==> src/hdl/lcdr_pkg.sv <==
`default_nettype none
package lcdr_pkg;

	localparam int SCREEN_WIDTH  = 160;
	localparam int SCREEN_HEIGHT = 144;
	localparam int SPRITE_COUNT  = 40;

	localparam int FRAME_PIXELS = SCREEN_WIDTH * SCREEN_HEIGHT;
	localparam int MAP_DEPTH    = 2048;
	localparam int TILE_DEPTH   = 256 * 64;
	localparam int MAP_AW       = $clog2(MAP_DEPTH);
	localparam int TILE_AW      = $clog2(TILE_DEPTH);
	localparam int LBG_AW       = $clog2(SCREEN_WIDTH);
	localparam int FRM_AW       = $clog2(FRAME_PIXELS);
	localparam int SPR_AW       = (SPRITE_COUNT > 1) ? $clog2(SPRITE_COUNT) : 1;
	localparam int CLR_DEPTH    = (FRAME_PIXELS > TILE_DEPTH) ? FRAME_PIXELS : TILE_DEPTH;
	localparam int CLR_W        = $clog2(CLR_DEPTH);

	localparam logic [9:0] OAM_CYCLES    = 10'd80;
	localparam logic [9:0] XFER_CYCLES   = 10'd172;
	localparam logic [9:0] HBLANK_CYCLES = 10'd204;
	localparam logic [9:0] LINE_CYCLES   = 10'd456;
	localparam logic [7:0] LAST_LINE     = 8'd153;

	localparam logic [2:0] OP_TICK  = 3'd0;
	localparam logic [2:0] OP_MAP   = 3'd1;
	localparam logic [2:0] OP_TILE  = 3'd2;
	localparam logic [2:0] OP_SPR   = 3'd3;
	localparam logic [2:0] OP_READ  = 3'd4;

	localparam logic [2:0] CFG_CTRL  = 3'd0;
	localparam logic [2:0] CFG_SCY   = 3'd1;
	localparam logic [2:0] CFG_SCX   = 3'd2;
	localparam logic [2:0] CFG_IRQEN = 3'd3;
	localparam logic [2:0] CFG_PAL0  = 3'd4;
	localparam logic [2:0] CFG_PAL1  = 3'd5;
	localparam logic [2:0] CFG_PAL2  = 3'd6;
	localparam logic [2:0] CFG_PAL3  = 3'd7;

	typedef enum logic [1:0] {
		MODE_HBLANK = 2'd0,
		MODE_VBLANK = 2'd1,
		MODE_OAM    = 2'd2,
		MODE_XFER   = 2'd3
	} mode_t;

	typedef enum logic [2:0] {
		K_TICK,
		K_MAP,
		K_TILE,
		K_SPR,
		K_READ,
		K_NOP
	} kind_t;

	typedef enum logic [3:0] {
		S_CLEAR,
		S_IDLE,
		S_PIX,
		S_BG_MAP,
		S_BG_TILE,
		S_BG_WR,
		S_SPR_RD,
		S_SPR_CHK,
		S_COL_RD,
		S_COL_WR
	} st_t;

	typedef struct packed {
		kind_t              kind;
		logic [7:0]         cycles;
		logic [10:0]        map_address;
		logic [7:0]         tile_number;
		logic [2:0]         tile_row;
		logic [2:0]         tile_col;
		logic [1:0]         pixel_value;
		logic [5:0]         sprite_index;
		logic signed [8:0]  sprite_x;
		logic signed [8:0]  sprite_y;
		logic [2:0]         sprite_flags;
		logic [14:0]        pixel_index;
	} item_t;

	typedef struct packed {
		logic [7:0]         tile;
		logic signed [8:0]  x;
		logic signed [8:0]  y;
		logic [2:0]         flags;
	} spr_t;

endpackage
`default_nettype wire

==> src/hdl/lcdr_front.sv <==
`default_nettype none
module lcdr_front (
	input  wire logic                 clk,
	input  wire logic                 arst_n,
	input  wire logic                 in_valid,
	output logic                      in_ready,
	input  wire logic [2:0]           op,
	input  wire logic [7:0]           cycles,
	input  wire logic [10:0]          map_address,
	input  wire logic [7:0]           tile_number,
	input  wire logic [2:0]           tile_row,
	input  wire logic [2:0]           tile_col,
	input  wire logic [1:0]           pixel_value,
	input  wire logic [5:0]           sprite_index,
	input  wire logic signed [8:0]    sprite_x,
	input  wire logic signed [8:0]    sprite_y,
	input  wire logic [2:0]           sprite_flags,
	input  wire logic [14:0]          pixel_index,
	input  wire logic                 clearing,
	output logic                      q_valid,
	output lcdr_pkg::item_t           q_item,
	input  wire logic                 q_pop
);

	lcdr_pkg::item_t itm;
	lcdr_pkg::item_t q_mem_q [2];
	logic            wp_q;
	logic            rp_q;
	logic [1:0]      cnt_q;
	logic            push;

	always_comb begin
		itm.cycles       = cycles;
		itm.map_address  = map_address;
		itm.tile_number  = tile_number;
		itm.tile_row     = tile_row;
		itm.tile_col     = tile_col;
		itm.pixel_value  = pixel_value;
		itm.sprite_index = sprite_index;
		itm.sprite_x     = sprite_x;
		itm.sprite_y     = sprite_y;
		itm.sprite_flags = sprite_flags;
		itm.pixel_index  = pixel_index;
		case (op)
			lcdr_pkg::OP_TICK: itm.kind = lcdr_pkg::K_TICK;
			lcdr_pkg::OP_MAP:  itm.kind = lcdr_pkg::K_MAP;
			lcdr_pkg::OP_TILE: itm.kind = lcdr_pkg::K_TILE;
			lcdr_pkg::OP_SPR: begin
				itm.kind = (32'(sprite_index) < lcdr_pkg::SPRITE_COUNT) ?
					lcdr_pkg::K_SPR : lcdr_pkg::K_NOP;
			end
			lcdr_pkg::OP_READ: begin
				itm.kind = (32'(pixel_index) < lcdr_pkg::FRAME_PIXELS) ?
					lcdr_pkg::K_READ : lcdr_pkg::K_NOP;
			end
			default: itm.kind = lcdr_pkg::K_NOP;
		endcase
	end

	assign in_ready = (cnt_q != 2'd2) && !clearing;
	assign push     = in_valid && in_ready;
	assign q_valid  = (cnt_q != 2'd0);
	assign q_item   = q_mem_q[rp_q];

	always_ff @(posedge clk) begin
		if (push) begin
			q_mem_q[wp_q] <= itm;
		end
	end

	always_ff @(posedge clk or negedge arst_n) begin
		if (!arst_n) begin
			wp_q  <= 1'b0;
			rp_q  <= 1'b0;
			cnt_q <= 2'd0;
		end else begin
			if (push) begin
				wp_q <= !wp_q;
			end
			if (q_pop) begin
				rp_q <= !rp_q;
			end
			if (push && !q_pop) begin
				cnt_q <= cnt_q + 2'd1;
			end else if (q_pop && !push) begin
				cnt_q <= cnt_q - 2'd1;
			end
		end
	end

endmodule
`default_nettype wire

==> config.mk <==
export PLATFORM = sky130hd
export DESIGN_NAME = lcdr_front
export DESIGN_NICKNAME = d
export VERILOG_FILES = /design/src/hdl/lcdr_pkg.sv /design/src/hdl/lcdr_front.sv
export SDC_FILE = /design/constraint.sdc
export NUM_CORES = 1
export LEC_CHECK = 0
export ABC_AREA = 1
export BUFFER_PORTS_ARGS = -buffer_cell sky130_fd_sc_hd__buf_2
export CORE_ASPECT_RATIO = 1.2
export CORE_MARGIN = 3
export CORE_UTILIZATION = 48
export DETAILED_ROUTE_END_ITERATION = 7
export PLACE_DENSITY = 0.79
export SYNTH_ARGS = -nofsm -noshare
export SYNTH_HDL_FRONTEND = slang
export SYNTH_SLANG_ARGS = --single-unit
==> constraint.sdc <==
create_clock -name clk -period 4.7 [get_ports clk]
set_clock_uncertainty 0.05 [all_clocks]
set_input_delay 0.705 -clock clk [delete_from_list [all_inputs] [get_ports clk]]
set_output_delay 0.705 -clock clk [all_outputs]
set_load 0.01 [all_outputs]
# --- Yosys cells after proc, flatten, opt, wreduce, memory -nomap -nowiden ---
# Memory sizes are Yosys's and may differ from the RTL's.
# Index checks and enable logic that the tools add are counted.
word_totals:
  ff_bits: 4
  latch_bits: 0
  ram_bits: 160
  romBits: 0
  out_inout_bits: 82
  word_cells: 32
  memories: 1
mem_list:
  columns: ["memory", "words", "word_bits", "rd", "rd_clocked_by_memory_dff", "wr", "line", "text"]
  rows:
  - ["q_mem_q", 2, 80, 1, 0, 1, "lcdr_front.sv:26", "lcdr_pkg::item_t q_mem_q [2];"]
classes:
  n_addsub: 2
  multipliers: 0
  n_div: 0
  magnitude_cmp: 2
  eq_ne: 5
  shift: 0
  n_mux: 7
  n_bitwise: 0
  reduce_logical: 12
ops:
  columns: ["op", "count"]
  rows:
  - ["$lt 15x15->1 const B", 1]
  - ["$pmux 3 s5", 1]
  - ["$eq 3x2->1 const B", 2]
  - ["$lt 6x6->1 const B", 1]
  - ["$logic_not 1->1", 5]
  - ["$logic_and 1x1->1", 4]
  - ["$mux 2", 2]
  - ["$reduce_bool 2->1", 2]
  - ["$eq 3x1->1 const B", 1]
  - ["$eq 3x3->1 const B", 1]
  - ["$logic_not 3->1", 1]
  - ["$mux 1", 3]
  - ["$mux 3", 1]
  - ["$add 2x1->2 const B", 1]
  - ["$ne 2x2->1 const B", 1]
  - ["$sub 2x1->2 const B", 1]

# --- Longest topological paths before layout ---
# Gate-level depths: netlist of run 1.
depth:
  depth_word: 7
  mapped_depth: 9

# --- Least setup slack after synthesis of run 1 ---
# OpenSTA, ideal clock, no wires.
synth_timing:
  path_kind: "input to register"
  start: "in clearing"
  end: "mem q_mem_q[0][0] in the netlist's numbering, enable pin"
  t_arrival_ns: 4.279
  t_required_ns: 4.131
  path_slack_ns: -0.148
  cell_stages: 2
  cell_sequence: "nand3b_1 -> nor2_1"
synth_via:
  elab_chain_len: 5
synth_lines:
  columns: ["element", "line", "text"]
  rows:
  - ["from (decl)", "lcdr_front.sv:19", "input wire logic clearing,"]
  - ["$logic_not 1->1", "lcdr_front.sv:60", "assign in_ready = (cnt_q != 2'd2) && !clearing;"]
  - ["$logic_and 1x1->1", "lcdr_front.sv:60", null]
  - ["$logic_and 1x1->1", "lcdr_front.sv:61", "assign push = in_valid && in_ready;"]
  - ["$mux 1", "lcdr_front.sv:66", "if (push) begin"]
  - ["$mux 1 (not written as such)", "lcdr_front.sv:67", "q_mem_q[wp_q] <= itm;"]
  - ["to (decl)", "lcdr_front.sv:26", null]
# Every way passes these cells.

==> results of run 1 <==
-- worst max path at each step --
stage                     cells past startpoint  startpoint        endpoint
after floorplan                               2    clearing   q_mem_q[0][0]
after global placement                        4    clearing  q_mem_q[1][15]
after detailed placement                      4    clearing  q_mem_q[1][19]
after CTS                                     3        rp_q      q_item[79]
after global routing                          3        rp_q      q_item[79]
final                                         3        rp_q      q_item[27]
-- final cells by class --
type | count | area (um2) | area share, %
clock buffers | 17 | 425 | 5.29
clock inverters | 15 | 203 | 2.52
well taps | 164 | 205 | 2.55
multi-input cells | 109 | 1360 | 17.0
inverters | 13 | 48.8 | 0.607
flip-flops and latches | 164 | 4910 | 61.0
repair buffers | 169 | 891 | 11.1
-- per-layer routing --
layer / share of wire (%) / wire [um] / up-vias
met1: 38 / 4020 / 1524
met5: 0 / 0 / -
met3: 6.5 / 699 / 17
li1: - / - / 1491
met4: 2.0 / 209 / 0
met2: 54 / 5770 / 108
-- sequential cells by signal, summed over array words and instances (netlist names) --
name     count
cnt_q        2
q_mem_q    160
rp_q         1
wp_q         1
-- power groups by stage --
stage	logic (mW)	clock network, mW	registers, mW
after floorplan	1.06	0	1.91
after global placement	1.24	0	1.98
after detailed placement	1.25	0	2.00
after CTS	1.26	1.48	1.97
after global routing	1.32	1.55	1.98
final	1.23	1.44	1.96
-- logic make-up after synthesis --
logic type	after synthesis	share of synthesized area, %
DFF	164	75.8
muxes	80	18.5
buffers and inverters	22	3.40
and+or+nand+nor	22	1.45
xor gates and xnor gates	4	0.541
AOI/OAI and AO/OA	2	0.155
adders and majority gates	1	0.193
-- metrics by stage --
stage          cells  instance area (um2)
2_1_floorplan    295                 6470
3_3_place_gp     619                 7420
3_5_place_dp     619                 7420
4_1_cts          651                 8050
5_1_grt          651                 8050
6_report         651                 8050
-- critical path: stages (launching register included) --
cell and delay, ns:
dfrtp_4 0.90, buf_12 0.38, mux2_4 0.34, buf_2 0.14
-- placed cells by master (no fill, tap or decap) --
cell	instances
inv_6	8
nand3b_1	2
mux2_4	79
nand3_1	3
buf_2	166
bufinv_16	3
xnor2_1	1
dfrtp_1	3
ha_1	1
mux2_2	1
nor2_4	2
clkbuf_16	17
dfrtp_4	1
a21oi_1	2
nor2_1	4
nand2_1	11
edfxtp_1	160
clkinv_4	1
xor2_1	3
buf_12	3
inv_8	3
inv_1	13
==> summary.txt, run 1 <==
DR iter-0 viols - 105
setup_tns - 0 ns
Hold WS - 0.0366 ns
CP Data Arrival Time - 2.23 ns
TritonCTS clock tree - done
Yosys reg bits - 164
GR Overflow Total - 0
outcome - completed
vias in the first global route - 3298
Sw Ratio - 27.4%
H-Tree Depth - 4
reg2reg end - q_mem_q[1][64]
sequential power share - 42.3%
diode count - 0
Top FF cell, synth - edfxtp_1
CTS resizes - 0
Core Footprint - 12900 um2
Area contributors post-synth - edfxtp_1 (74%), mux2_4 (18%), buf_12 (2.5%)
maximum clock frequency - 0.335 GHz
Chip Width - 112 um
top cells by count, synth - edfxtp_1 (160), mux2_4 (79), inv_1 (13)
total track usage - 14.7%
Initial Util - 50.2%
Syn-to-layout area delta - 24.3%
Num CTS Buffers - 17
required time worst endpoint - 3.94 ns
Yosys top cell by area - edfxtp_1
met2 usage - 26.0%
die height - 133 um
via count - 3140
internal power - 3.37 mW
Least-Margin Pin Slew - 1.00 ns
Syn Inst Count - 295
post-DR wirelength/cell - 16.4 um
RSZ-0062 raised after global routing - false
Reg-to-Reg Start - cnt_q[0]
clock-pin transition on the worst setup and hold timing paths - 0.06 ns
Yosys top cell area share - 74.2%
Async S/R FF share, synth - 2.44%
GPL Wtd Cong - 0.717
DRC - 0
syn nets - 381
hold_buf cts - 0
final net count - 560
share of cells above drive strength 1 - 58.3%
Final Power - 4.63 mW
Gate power share - 26.5%
Crit Path Max Fanout - 44
DR vias/cell - 4.82
Syn Area/Cell - 21.9 um2
reg2reg path depth - 5
reg2reg setup slack - 2.29 ns
Leak Pwr - 3.29 nW
die footprint - 14900 um2
post-place setup slack - 1.91 ns
WL final - 10.7 mm
clock power share - 31.1%
GR Layer Usage met3 - 4.13%
filler instances - 907
final core utilization - 62.4%
Skew-Pair Late Insertion Delay - 0.41 ns
Hold Path Class - in -> async
Peak VDD IR - 0.440 mV
Root Driver - clkbuf_16
first-pass GRT wire length - 16.8 mm
GR Util met1 - 16.6%
post-layout min period - 2.98 ns
final period utilization - 63.4%
I/O Buffers - 166
Slew headroom - 33.1%
initial antenna violation count - 0
TritonCTS Sinks - 164
distinct cell type count after synthesis - 15
sequential fraction of the synthesis area - 75.8%
row cnt - 45
GR peak layer - met2
Post-synth EDFFs - 160
Pre-Repair DR Iteration Count - 4
Setup WS post-layout - 1.72 ns
max cap viols - 0
CP Capture Type - primary output
postcts setup bufs - 0
Post-Syn Area - 6470 um2
Ys Warns - 0
CTS max path bufs - 2
Top Ports - 167
maximum number of pins on one net before global-route repair - 52
max-slew violation total from the final report - 0
final setup fails - 0
DP Wirelength - 7.25 mm
NetSw - 1.27 mW
final hold vios - 0
PD cells - 576 nW/um2
DRT antenna net count - 0
CP Launch Type - register
cell with the most instances after synthesis - edfxtp_1
critical path class - reg -> out
(Power assumes the default switching activity.)
==> run 2: changes to the inputs <==
--- a/config.mk
+++ b/config.mk
@@ -9,7 +9,7 @@
 export BUFFER_PORTS_ARGS = -buffer_cell sky130_fd_sc_hd__buf_2
 export CORE_ASPECT_RATIO = 1.2
 export CORE_MARGIN = 3
-export CORE_UTILIZATION = 48
+export CORE_UTILIZATION = 50
 export DETAILED_ROUTE_END_ITERATION = 7
 export PLACE_DENSITY = 0.79
 export SYNTH_ARGS = -nofsm -noshare
==> constraint.sdc (replaced) <==
create_clock -name clk -period 2.8 [get_ports clk]
set_clock_uncertainty 0.05 [all_clocks]
set_input_delay 0.42 -clock clk [delete_from_list [all_inputs] [get_ports clk]]
set_output_delay 0.42 -clock clk [all_outputs]
set_load 0.01 [all_outputs]
==> run 2 against run 1 <==
Flip-flop and latch count is the same; count of clock-buffer cells in the layout grew 5; first-iteration DRC count shrank 8.6%; utilization grew 2.7 points; sequential share of layout area shrank 0.14 points; largest cell class unchanged.
==> summary.txt, run 2 (synthesis gave the netlist of run 1 again) <==
outcome - completed (unchanged)
DRC - 0 (unchanged)
total track usage - 15.3% (was 14.7%)
Pre-Repair DR Iteration Count - 4 (unchanged)
GPL Wtd Cong - 0.701 (was 0.717)
commonest non-fill, non-tap cell in the layout - buf_2 (unchanged)
H-Tree Depth - 4 (unchanged)
Crit Path Max Fanout - 50 (was 44)
Top Ports - 167 (unchanged)
max-slew violation total from the final report - 0 (unchanged)
final period utilization - 78.8%
TritonCTS clock tree - done (unchanged)
final setup fails - 0 (unchanged)
worst hold start - sprite_x[1]
Peak VDD IR - 0.599 mV (was 0.440 mV)
die footprint - 14400 um2 (was 14900 um2)
via count - 3204 (was 3140)
I/O Buffers - 166 (unchanged)
required time worst endpoint - 2.33 ns (was 3.94 ns)
row cnt - 44 (was 45)
Slowest cell on crit path - dfrtp_4 (unchanged)
DR vias/cell - 4.91 (was 4.82)
slowest stage delay, CP - 0.44 ns (was 0.90 ns)
fin cells - 652 (was 651)
largest reg by FF count - q_mem_q (unchanged)
Num CTS Buffers - 17 (unchanged)
DRT antenna net count - 0 (unchanged)
post-layout min period - 2.21 ns
Root Driver - clkbuf_16 (unchanged)
Core Footprint - 12400 um2 (was 12900 um2)
CTS max path bufs - 2 (unchanged)
clock-pin transition on the worst setup and hold timing paths - 0.06 ns (about the same)
crit-path cells - buf_12, mux2_4, buf_2 (unchanged)
max cap viols - 0 (unchanged)
Reg-to-Reg Start - cnt_q[0] (unchanged)
first-pass GRT wire length - 16.3 mm (was 16.8 mm)
TritonCTS Sinks - 164 (unchanged)
CP Data Arrival Time - 1.74 ns (was 2.23 ns)
initial antenna violation count - 1 (was 0)
Syn-to-layout area delta - 24.6% (was 24.3%)
DR iter-0 viols - 96 (was 105)
share of cells above drive strength 1 - 58.2% (was 58.3%)
placed insts - 619 (unchanged)
Initial Util - 52.3% (was 50.2%)
Skew-Pair Late Insertion Delay - 0.41 ns (about the same)
Slew headroom - 55.4% (was 33.1%)
CP Launch Type - register (unchanged)
max reg flops - 160 (unchanged)
CP Capture Type - primary output (unchanged)
reg2reg setup slack - 0.85 ns (was 2.29 ns)
Chip Width - 110 um (was 112 um)
largest registers - q_mem_q: 160 flops, cnt_q: 2 flops (unchanged)
maximum clock frequency - 0.454 GHz
Hold WS - 0.142 ns (was 0.0366 ns)
maximum number of pins on one net before global-route repair - 51 (was 52)
CTS resizes - 0 (unchanged)
final net count - 564 (was 560)
Leak Pwr - 3.31 nW (was 3.29 nW)
most frequent cells in the layout - buf_2 (166), edfxtp_1 (160), mux2_4 (79), clkbuf_16 (17), inv_1 (13) (unchanged)
GR Overflow Total - 0 (unchanged)
Least-Margin Pin Slew - 0.668 ns (was 1.00 ns)
PD cells - 965 nW/um2 (was 576 nW/um2)
diode count - 0 (unchanged)
vias in the first global route - 3285 (was 3298)
post-DR wirelength/cell - 16.5 um (was 16.4 um)
final hold vios - 0 (unchanged)
die height - 131 um (was 133 um)
RSZ-0062 raised after global routing - false (unchanged)
critical path class - reg -> out (unchanged)
WL final - 10.8 mm (was 10.7 mm)
CP startpoint - rp_q (unchanged)
Hold Path Class - in -> reg (was in -> async)
DP Wirelength - 7.29 mm (was 7.25 mm)
-- run 2: what timing repair did --
| item | 4_1_cts | 5_1_grt |
|---|---|---|
| hold endpoints to repair | 4 | 0 |
| hold buffers | 1 | 0 |
| setup buffers | 0 | 0 |
-- run 2: per-stage QoR --
stage          power, mW  cell area (um2)  setup WS [ns]  setup TNS (ns)  utilization, %
2_1_floorplan       4.97             6480         -0.446          -71.30               -
3_3_place_gp        5.44             7420          0.801               0            59.9
3_5_place_dp        5.48             7420          0.757               0            59.9
4_1_cts             7.89             8060          0.600               0            65.1
5_1_grt             8.15             8060          0.567               0            65.1
6_report            7.78             8060          0.595               0            65.1
-- run 2: worst paths after layout --
check	end	cells after the start
min in group asynchronous	cnt_q[1]	2
hold reg to reg	cnt_q[0]	1
hold / removal	q_mem_q[1][28]	1
setup / recovery	q_item[31]	3
setup reg to reg	q_mem_q[1][35]	5
max in group asynchronous	rp_q	2
-- run 2: final cells by class --
| cell class | instances | area [um2] |
|---|---|---|
| tap | 161 | 201 |
| clock buffer | 22 | 484 |
| fill | 872 | 4320 |
| timing repair buffer | 173 | 911 |
| inverter | 13 | 48.8 |
| sequential | 164 | 4910 |
| clock inverter | 10 | 146 |
| multi-input combinational | 109 | 1360 |
-- run 2: power by group --
group	switching (mW)	total [mW]	internal, mW
combinational	1.07	2.23	1.16
sequential	0.0942	3.16	3.06
clock	0.889	2.39	1.51
total	2.05	7.78	5.73
-- run 2: critical path, delay by kind of cell, from the launching register on --
kind     cells  cell delay (ns)
flops        1             0.44
buf+inv      2             0.45
mux          1             0.35
-- run 2: routing by layer --
metal	track usage, %	part of all wire, %
met5	0	0.12
met2	26.7	53
met1	17.6	38
met3	4.96	7.3
met4	5.43	0.81
==> run 3: changes to the inputs <==
==> constraint.sdc (replaced) <==
create_clock -name clk -period 2.3 [get_ports clk]
set_clock_uncertainty 0.05 [all_clocks]
set_input_delay 0.345 -clock clk [delete_from_list [all_inputs] [get_ports clk]]
set_output_delay 0.345 -clock clk [all_outputs]
set_load 0.01 [all_outputs]
==> run 3 against run 2 <==
Non-clock buffer count stayed put; die area stayed put; final area is 0.51% lower; count of clock-buffer cells in the layout stayed put; critical path type unchanged; combinational power is 22% higher; sequential share of layout area is 0.31 points higher; setup slack worse by 0.45 ns; largest cell class unchanged; via count is 1.3% higher; flip-flop and latch count stayed put; routed wire length is 2.6% higher; clock power is 13% higher.
==> summary.txt, run 3 (synthesis gave the netlist of run 1 again) <==
Crit Path Max Fanout - 26 (was 50)
Skew-Pair Late Insertion Delay - 0.40 ns (was 0.41 ns)
final net count - 564 (unchanged)
PD cells - 1160 nW/um2 (was 965 nW/um2)
CP Data Arrival Time - 1.76 ns (was 1.74 ns)
diode count - 0 (unchanged)
Leak Pwr - 3.27 nW (was 3.31 nW)
required time worst endpoint - 1.90 ns (was 2.33 ns)
CTS resizes - 0 (unchanged)
Sw Ratio - 27.0% (was 26.4%)
DRC - 0 (unchanged)
max cap viols - 0 (unchanged)
Chip Width - 110 um (unchanged)
CP Capture Type - primary output (unchanged)
Gate power share - 29.4% (was 28.6%)
maximum number of pins on one net before global-route repair - 56 (was 51)
largest registers - q_mem_q: 160 flops, cnt_q: 2 flops (unchanged)
crit-path cells - buf_4, mux2_4, buf_2 (was buf_12, mux2_4, buf_2)
Hold Path Class - in -> reg (unchanged)
Slew headroom - 68.0% (was 55.4%)
WL final - 11.0 mm (was 10.8 mm)
DR vias/cell - 4.98 (was 4.91)
final period utilization - 93.5%
Hold WS - 0.0725 ns (was 0.142 ns)
internal power - 6.77 mW (was 5.73 mW)
max reg flops - 160 (unchanged)
sequential power share - 41.4% (was 40.6%)
placed insts - 619 (unchanged)
initial antenna violation count - 2 (was 1)
die footprint - 14400 um2 (unchanged)
H-Tree Depth - 4 (unchanged)
CP Launch Type - register (unchanged)
maximum clock frequency - 0.465 GHz
NetSw - 2.51 mW (was 2.05 mW)
first-pass GRT wire length - 16.7 mm (was 16.3 mm)
GPL Wtd Cong - 0.680 (was 0.701)
DP Wirelength - 7.56 mm (was 7.29 mm)
DR iter-0 viols - 129 (was 96)
TritonCTS Sinks - 164 (unchanged)
most frequent cells in the layout - buf_2 (166), edfxtp_1 (160), mux2_4 (79), clkbuf_16 (17), inv_1 (12) (was buf_2 (166), edfxtp_1 (160), mux2_4 (79), clkbuf_16 (17), inv_1 (13))
hold_buf cts - 1 (unchanged)
outcome - completed (unchanged)
final hold vios - 0 (unchanged)
total track usage - 15.7% (was 15.3%)
post-layout min period - 2.15 ns
area of the multi-input gates - 1360 um2 (unchanged)
max-slew violation total from the final report - 0 (unchanged)
GR Overflow Total - 0 (unchanged)
Register Area - 4910 um2 (unchanged)
TritonCTS clock tree - done (unchanged)
final core utilization - 64.8% (was 65.1%)
Slowest cell on crit path - dfrtp_4 (unchanged)
postcts setup bufs - 0 (unchanged)
fin cells - 652 (unchanged)
clock power share - 29.2% (was 30.8%)
I/O Buffers - 166 (unchanged)
Top Ports - 167 (unchanged)
final setup fails - 0 (unchanged)
slowest stage delay, CP - 0.43 ns (was 0.44 ns)
DRT antenna net count - 0 (unchanged)
Initial Util - 52.3% (unchanged)
commonest non-fill, non-tap cell in the layout - buf_2 (unchanged)
die height - 131 um (unchanged)
clock-pin transition on the worst setup and hold timing paths - 0.06 ns (about the same)
Core Footprint - 12400 um2 (unchanged)
filler instances - 883 (was 872)
largest reg by FF count - q_mem_q (unchanged)
Least-Margin Pin Slew - 0.479 ns (was 0.668 ns)
Num CTS Buffers - 17 (unchanged)
share of cells above drive strength 1 - 57.8% (was 58.2%)
row cnt - 44 (unchanged)
post-DR wirelength/cell - 16.9 um (was 16.5 um)
Pre-Repair DR Iteration Count - 4 (unchanged)
via count - 3247 (was 3204)
dpl cell area - 7440 um2 (was 7420 um2)
Syn-to-layout area delta - 23.9% (was 24.6%)
critical path class - reg -> out (unchanged)
RSZ-0062 raised after global routing - false (unchanged)
Peak VDD IR - 0.946 mV (was 0.599 mV)
Root Driver - clkbuf_16 (unchanged)
CTS max path bufs - 2 (unchanged)
Design Area, Final - 8020 um2 (was 8060 um2)
vias in the first global route - 3344 (was 3285)
-- run 3: cell types whose count changed in the layout (fill, tap and decap cells not counted) --
cell,previous run,this run
buf_12,2,3
clkbuf_8,4,1
inv_1,13,12
clkinvlp_4,1,3
bufinv_16,3,2
buf_4,4,3
clkbuf_1,1,4
clkinv_4,4,1
inv_6,1,3
inv_2,0,1
-- run 3: layout make-up --
class,instances,share of cell area [%]
Tap cell,161,2.51
Clock inverter,10,1.53
Sequential cell,164,61.2
Timing Repair Buffer,173,11.5
Clock buffer,22,5.66
Multi-Input combinational cell,109,17.0
Inverter,13,0.608
-- run 3: power groups by stage --
stage | Clock (mW) | Combinational [mW] | Sequential [mW]
finish | 2.71 | 2.73 | 3.84
global route | 2.91 | 2.93 | 3.87
CTS | 2.78 | 2.79 | 3.84
detailed placement | 0 | 2.78 | 3.90
global placement | 0 | 2.74 | 3.88
floorplan | 0 | 2.17 | 3.87
-- run 3: path summary, 6_finish.rpt --
| check | to | startpoint | cells after the start | slack, ns |
|---|---|---|---|---|
| setup / recovery | q_item[78] | rp_q | 3 | 0.15 |
| hold / removal | q_mem_q[1][15] | sprite_flags[0] | 1 | 0.07 |
| setup reg to reg | q_mem_q[0][4] | cnt_q[0] | 5 | 0.50 |
| hold reg to reg | cnt_q[0] | cnt_q[0] | 1 | 0.48 |
| max in group asynchronous | rp_q | arst_n | 2 | 1.83 |
| min in group asynchronous | cnt_q[0] | arst_n | 2 | 0.23 |
-- run 3: routing by layer --
layer,global-route usage (%),wire (um),part of all wire [%],up-vias
met2,27.7,6030,55,97
met3,5.16,679,6.2,11
met5,0,27,0.24,-
met1,18.0,4210,38,1636
met4,4.92,90,0.82,4
li1,-,-,-,1499
-- run 3: worst max-delay path: cells and delay by family (launching register included) --
family / cells / cell delay (ns)
buf+inv: 2 / 0.57
flops: 1 / 0.43
mux: 1 / 0.35
-- run 3: per-stage QoR --
step	total power [mW]	setup WS [ns]	setup TNS (ns)
finish	9.28	0.150	0
global route	9.72	0.0694	0
CTS	9.41	0.117	0
detailed placement	6.68	0.478	0
global placement	6.62	0.520	0
floorplan	6.04	-0.0922	-14.76
